==> src/srvt_pkg.sv <==
// Package for the sorted rate/voltage table: codes, fixed field widths,
// constants and the controller/datapath command and status structs.
// No dependencies.
package srvt_pkg;

	localparam logic [1:0] FUNC_PATCH   = 2'd0;
	localparam logic [1:0] FUNC_RD_VOLT = 2'd1;
	localparam logic [1:0] FUNC_RD_RATE = 2'd2;

	localparam logic [2:0] ST_UPDATED  = 3'd0;
	localparam logic [2:0] ST_DELETED  = 3'd1;
	localparam logic [2:0] ST_INSERTED = 3'd2;
	localparam logic [2:0] ST_BAD_RATE = 3'd3;
	localparam logic [2:0] ST_FULL     = 3'd4;
	localparam logic [2:0] ST_HIT      = 3'd5;
	localparam logic [2:0] ST_MISS     = 3'd6;

	localparam int RATE_W = 22;
	localparam int VOLT_W = 21;
	localparam int RND_W  = 23;

	localparam logic [VOLT_W-1:0] VOLT_MAX     = 21'h1F_FFFF;
	localparam logic [VOLT_W-1:0] OFFSET_LIMIT = 21'd10000;
	localparam logic [12:0]       STEP_UV      = 13'd6250;
	// floor(x / 6250) == (x * RECIP) >> RECIP_SHIFT, exact for x < 2^22
	localparam logic [22:0]       RECIP        = 23'd5497559;
	localparam int                RECIP_SHIFT  = 35;

	typedef struct packed {
		logic       latch;
		logic       scan_rd;
		logic       scan_next;
		logic       set_del;
		logic       set_ins;
		logic       rd_up;
		logic       rd_dn;
		logic       wr_up;
		logic       wr_dn;
		logic       wr_upd;
		logic       wr_new;
		logic       cnt_dec;
		logic       cnt_inc;
		logic       finish;
		logic [2:0] st;
	} dp_cmd_t;

	typedef struct packed {
		logic [1:0] func;
		logic       dom_ok;
		logic       rate_zero;
		logic       volt_zero;
		logic       full;
		logic       scan_end;
		logic       cmp_stop;
		logic       cmp_eq;
		logic       del_done;
		logic       ins_done;
	} dp_sts_t;

endpackage

==> src/srvt_ctrl.sv <==
// Controller state machine for the sorted rate/voltage table.
// Uses srvt_pkg; drives srvt_dp through dp_cmd_t and watches dp_sts_t.
module srvt_ctrl (
	input  logic              clk,
	input  logic              arst_n,
	input  logic              start,
	output logic              busy,
	input  srvt_pkg::dp_sts_t sts,
	output srvt_pkg::dp_cmd_t cmd
);

	typedef enum logic [3:0] {
		S_IDLE, S_P1, S_P2, S_P3, S_SCAN, S_CMP, S_UPD,
		S_DEL_RD, S_DEL_WR, S_INS_RD, S_INS_WR, S_FIN
	} state_t;

	state_t     state_q, state_d;
	logic [2:0] st_q, st_d;

	assign busy = (state_q != S_IDLE);

	always_comb begin
		cmd     = '0;
		cmd.st  = st_q;
		state_d = state_q;
		st_d    = st_q;
		case (state_q)
			S_IDLE: begin
				if (start) begin
					cmd.latch = 1'b1;
					state_d   = S_P1;
				end
			end
			S_P1: state_d = S_P2;
			S_P2: state_d = S_P3;
			S_P3: begin
				if (!sts.dom_ok) begin
					st_d    = (sts.func == srvt_pkg::FUNC_PATCH) ?
						srvt_pkg::ST_BAD_RATE : srvt_pkg::ST_MISS;
					state_d = S_FIN;
				end else if (sts.func != srvt_pkg::FUNC_PATCH &&
						sts.func != srvt_pkg::FUNC_RD_VOLT &&
						sts.func != srvt_pkg::FUNC_RD_RATE) begin
					st_d    = srvt_pkg::ST_MISS;
					state_d = S_FIN;
				end else if (sts.func == srvt_pkg::FUNC_PATCH && sts.rate_zero) begin
					st_d    = srvt_pkg::ST_BAD_RATE;
					state_d = S_FIN;
				end else begin
					state_d = S_SCAN;
				end
			end
			S_SCAN: begin
				if (sts.scan_end) begin
					if (sts.func != srvt_pkg::FUNC_PATCH) begin
						st_d    = srvt_pkg::ST_MISS;
						state_d = S_FIN;
					end else if (sts.full) begin
						st_d    = srvt_pkg::ST_FULL;
						state_d = S_FIN;
					end else begin
						cmd.set_ins = 1'b1;
						state_d     = S_INS_RD;
					end
				end else begin
					cmd.scan_rd = 1'b1;
					state_d     = S_CMP;
				end
			end
			S_CMP: begin
				if (sts.cmp_stop && sts.cmp_eq) begin
					if (sts.func != srvt_pkg::FUNC_PATCH) begin
						st_d    = srvt_pkg::ST_HIT;
						state_d = S_FIN;
					end else if (sts.volt_zero) begin
						cmd.set_del = 1'b1;
						state_d     = S_DEL_RD;
					end else begin
						state_d = S_UPD;
					end
				end else if (sts.cmp_stop) begin
					// passed the sorted place of the rate
					if (sts.func != srvt_pkg::FUNC_PATCH) begin
						st_d    = srvt_pkg::ST_MISS;
						state_d = S_FIN;
					end else if (sts.full) begin
						st_d    = srvt_pkg::ST_FULL;
						state_d = S_FIN;
					end else begin
						cmd.set_ins = 1'b1;
						state_d     = S_INS_RD;
					end
				end else begin
					cmd.scan_next = 1'b1;
					state_d       = S_SCAN;
				end
			end
			S_UPD: begin
				cmd.wr_upd = 1'b1;
				st_d       = srvt_pkg::ST_UPDATED;
				state_d    = S_FIN;
			end
			S_DEL_RD: begin
				if (sts.del_done) begin
					cmd.cnt_dec = 1'b1;
					st_d        = srvt_pkg::ST_DELETED;
					state_d     = S_FIN;
				end else begin
					cmd.rd_up = 1'b1;
					state_d   = S_DEL_WR;
				end
			end
			S_DEL_WR: begin
				cmd.wr_up = 1'b1;
				state_d   = S_DEL_RD;
			end
			S_INS_RD: begin
				if (sts.ins_done) begin
					cmd.wr_new  = 1'b1;
					cmd.cnt_inc = 1'b1;
					st_d        = srvt_pkg::ST_INSERTED;
					state_d     = S_FIN;
				end else begin
					cmd.rd_dn = 1'b1;
					state_d   = S_INS_WR;
				end
			end
			S_INS_WR: begin
				cmd.wr_dn = 1'b1;
				state_d   = S_INS_RD;
			end
			S_FIN: begin
				cmd.finish = 1'b1;
				state_d    = S_IDLE;
			end
			default: state_d = S_IDLE;
		endcase
	end

	always_ff @(posedge clk or negedge arst_n) begin
		if (!arst_n) begin
			state_q <= S_IDLE;
			st_q    <= srvt_pkg::ST_MISS;
		end else begin
			state_q <= state_d;
			st_q    <= st_d;
		end
	end

endmodule

==> config.mk <==
export PLATFORM = sky130hd
export DESIGN_NAME = srvt_ctrl
export DESIGN_NICKNAME = d
export VERILOG_FILES = /design/src/srvt_pkg.sv /design/src/srvt_ctrl.sv
export SDC_FILE = /design/constraint.sdc
export NUM_CORES = 1
export LEC_CHECK = 0
export ABC_AREA = 1
export BUFFER_PORTS_ARGS = -buffer_cell sky130_fd_sc_hd__buf_2
export CORE_MARGIN = 2
export CORE_UTILIZATION = 43
export CTS_BUF_LIST = sky130_fd_sc_hd__clkbuf_4 sky130_fd_sc_hd__clkbuf_8 sky130_fd_sc_hd__clkbuf_16
export DETAILED_ROUTE_END_ITERATION = 10
export GPL_TIMING_DRIVEN = 0
export PLACE_DENSITY = 0.73
export SYNTH_ARGS = -nofsm -noshare
export SYNTH_HDL_FRONTEND = slang
export SYNTH_SLANG_ARGS = --single-unit
==> constraint.sdc <==
create_clock -name clk -period 4.2 [get_ports clk]
set_clock_uncertainty 0.2 [all_clocks]
set_input_delay 1.26 -clock clk [delete_from_list [all_inputs] [get_ports clk]]
set_output_delay 1.26 -clock clk [all_outputs]
set_load 0.02 [all_outputs]
==> metrics.txt <==
via count=950; ANT cells=0; Min Clock Period, post-route=3.547 ns; CTS buffer count=3; #FFs+latches synth=7; vias in the first global route=750; Synth top cells by count=nand2_1, inv_1, nor2_1, nand3_1, nor2_2; synth top area cells=nand2_1, dfrtp_1, inv_1, nor2_1, nand3_1; Clock power frac=10.5%; final setup vio count=0; die area=2087 um^2; Routed Wire Length=1971 um; LEAKAGE=0.6433 nW; DRC violation count after routing=0; Least-Margin Pin Slew=0.3161 ns; grt ovf=0; HPWL after DPL=1719 um; PwrDens=649.5 nW/um^2; post-DR wirelength/cell=10.54 um; clock sinks=7; count of flip-flops with a built-in enable after synthesis=0; TritonCTS clock tree=done; I/O pin count=32; RePlAce Congestion=0.8503; area grow syn2layout=27.64%; final net count=185; Synth top area share=21.11%; Max Used Layer=met3; power share of the sequential group=24.3%; Crit path required time=2.74 ns; most common cell in the synthesized netlist=nand2_1; Core Box Area=1670 um^2; std cell rows=15; register area share after synthesis=23.79%; share of post-route cells with drive strength above 1=31.76%; Internal=0.2855 mW; Syn Nets=149; antenna violations before repair=0; placed inst area=923.4 um^2; Max Slew Vio Count=0; Peak Freq=0.2819 GHz; antenna-violating nets left=0; hold wc startpoint=st_q[1]; WHS Path Cells=2; Die Ht=45.68 um; Synth cell types=17; metal3 WL=119 um; RSZ-0062 raised after global routing=false; clock root buffer=clkbuf_4; Psw=0.3338 mW; crit path DAT=2.09 ns; 1st-iter DRT viols=27; Die Wd=45.68 um; outcome=finished clean; RR Endpoint=st_q[0]; wire length on met1=817 um; Longest Clk Path Bufs=2; Clock transition at path regs=0.05 ns; CP max FO=5; final instance area=953.4 um^2; Skew-Pair Late Insertion Delay=0.24 ns; CTS Hold Bufs=0; Min-Delay Endpoint=st_q[1]; Main synth FF type=dfrtp_1; R2R depth=8; combinational share of power=65.2%; Mean Syn Cell Area=5.533 um^2; YS warnings=0; largest net degree at the start of global routing=8; relative slew slack=78.85%; Pre-Repair DR Iteration Count=4; Net Sw Frac=53.90%; R2R Path Start=state_q[2]; Max VDD drop=0.0004469 V; post-synth top area cell=nand2_1; Hold Slack=0.2749 ns; Critical Path Start Type=input pin; mapped cell area=747.0 um^2; DR WL met2=1034 um; first-pass GRT wire length=2960 um; port bufs=31; Final Hold Violating Endpoints=0; Post-Synthesis Cells=135; Initial Utilization=44.72%; H-tree depth=1; Post-synth ARST share=100.0%; worst min-delay path class=flop to flop; r2r setup slk=2.61 ns; Post-CTS Resized=0; All-Layer GR Usage=19.32%; WS Path Type=input pin to output pin; vias per std cell=5.080; Tcrit/Tclk final=84.45%; aggregate negative setup slack=0 ns; Setup Buffers After CTS=0; CP Capture Type=output pin; Max-Cap Viols=0
## registers in the layout, indices dropped and copies added, names as in the netlist
name and count:
state_q 4, st_q 3
## critical path, stage by stage
cell,delay [ns]
buf_2,0.11
nor2_1,0.27
nand2_1,0.14
a21oi_1,0.13
buf_2,0.17
## power groups by stage
stage	logic, mW	registers, mW	clock network, mW
6_report	0.404	0.151	0.0648
5_1_grt	0.447	0.156	0.0738
4_1_cts	0.406	0.151	0.0681
3_5_place_dp	0.404	0.152	0
3_3_place_gp	0.398	0.151	0
2_1_floorplan	0.288	0.161	0
## cells in the final DEF (no fill, tap or decap), types with 4 or more instances in the layout
| cell | count |
|---|---|
| buf_2 | 31 |
| clkbuf_4 | 4 |
| dfrtp_1 | 5 |
| inv_1 | 23 |
| nand2_1 | 42 |
| nand2_2 | 4 |
| nand3_1 | 13 |
| nor2_1 | 20 |
| nor2_2 | 6 |
## area by class of cell
| cell class | instances | area, um^2 |
|---|---|---|
| Buffer | 1 | 7.507 |
| Tap cell | 17 | 21.27 |
| Timing Repair Buffer | 31 | 155.1 |
| Inverter | 26 | 97.59 |
| Multi-Input combinational cell | 101 | 464.2 |
| Fill cell | 184 | 716.9 |
| Sequential cell | 7 | 177.7 |
| Clock buffer | 4 | 30.03 |
## metrics by stage
step                      setup WS (ns)  std cells  power (mW)  util, %
after CTS                        0.6609        187      0.6249    57.08
after detailed placement         0.6669        183      0.5560    55.28
after global routing             0.5981        187      0.6771    57.08
after floorplan                  0.8264        135      0.4484        -
after global placement           0.6738        183      0.5491    55.28
final                            0.6532        187      0.6193    57.08
## routing by layer
metal,vias to the layer above,track usage (%)
li1,481,-
met1,427,23.61
met2,42,34.37
met3,0,4.762
met4,0,2.941
met5,-,0
## logic make-up (layout without fill, tap and decap cells)
logic type	Yosys count	count (layout)	synth area share (%)
buffers and inverters	27	62	14.07
and+or+nand+nor	94	94	57.45
AOI/OAI and AO/OA	7	7	4.688
DFF	7	7	23.79
## worst max path at each step
| stage | from | slack [ns] | cells after the start | endpoint |
|---|---|---|---|---|
| after floorplan | sts[10] | 0.83 | 3 | cmd[12] |
| after detailed placement | sts[10] | 0.67 | 5 | cmd[12] |
| after global placement | sts[10] | 0.67 | 5 | cmd[12] |
| after CTS | sts[10] | 0.66 | 5 | cmd[12] |
| after global routing | sts[10] | 0.60 | 5 | cmd[12] |
| final | sts[10] | 0.65 | 5 | cmd[12] |
No activity file was read; power rests on OpenSTA's default activity.
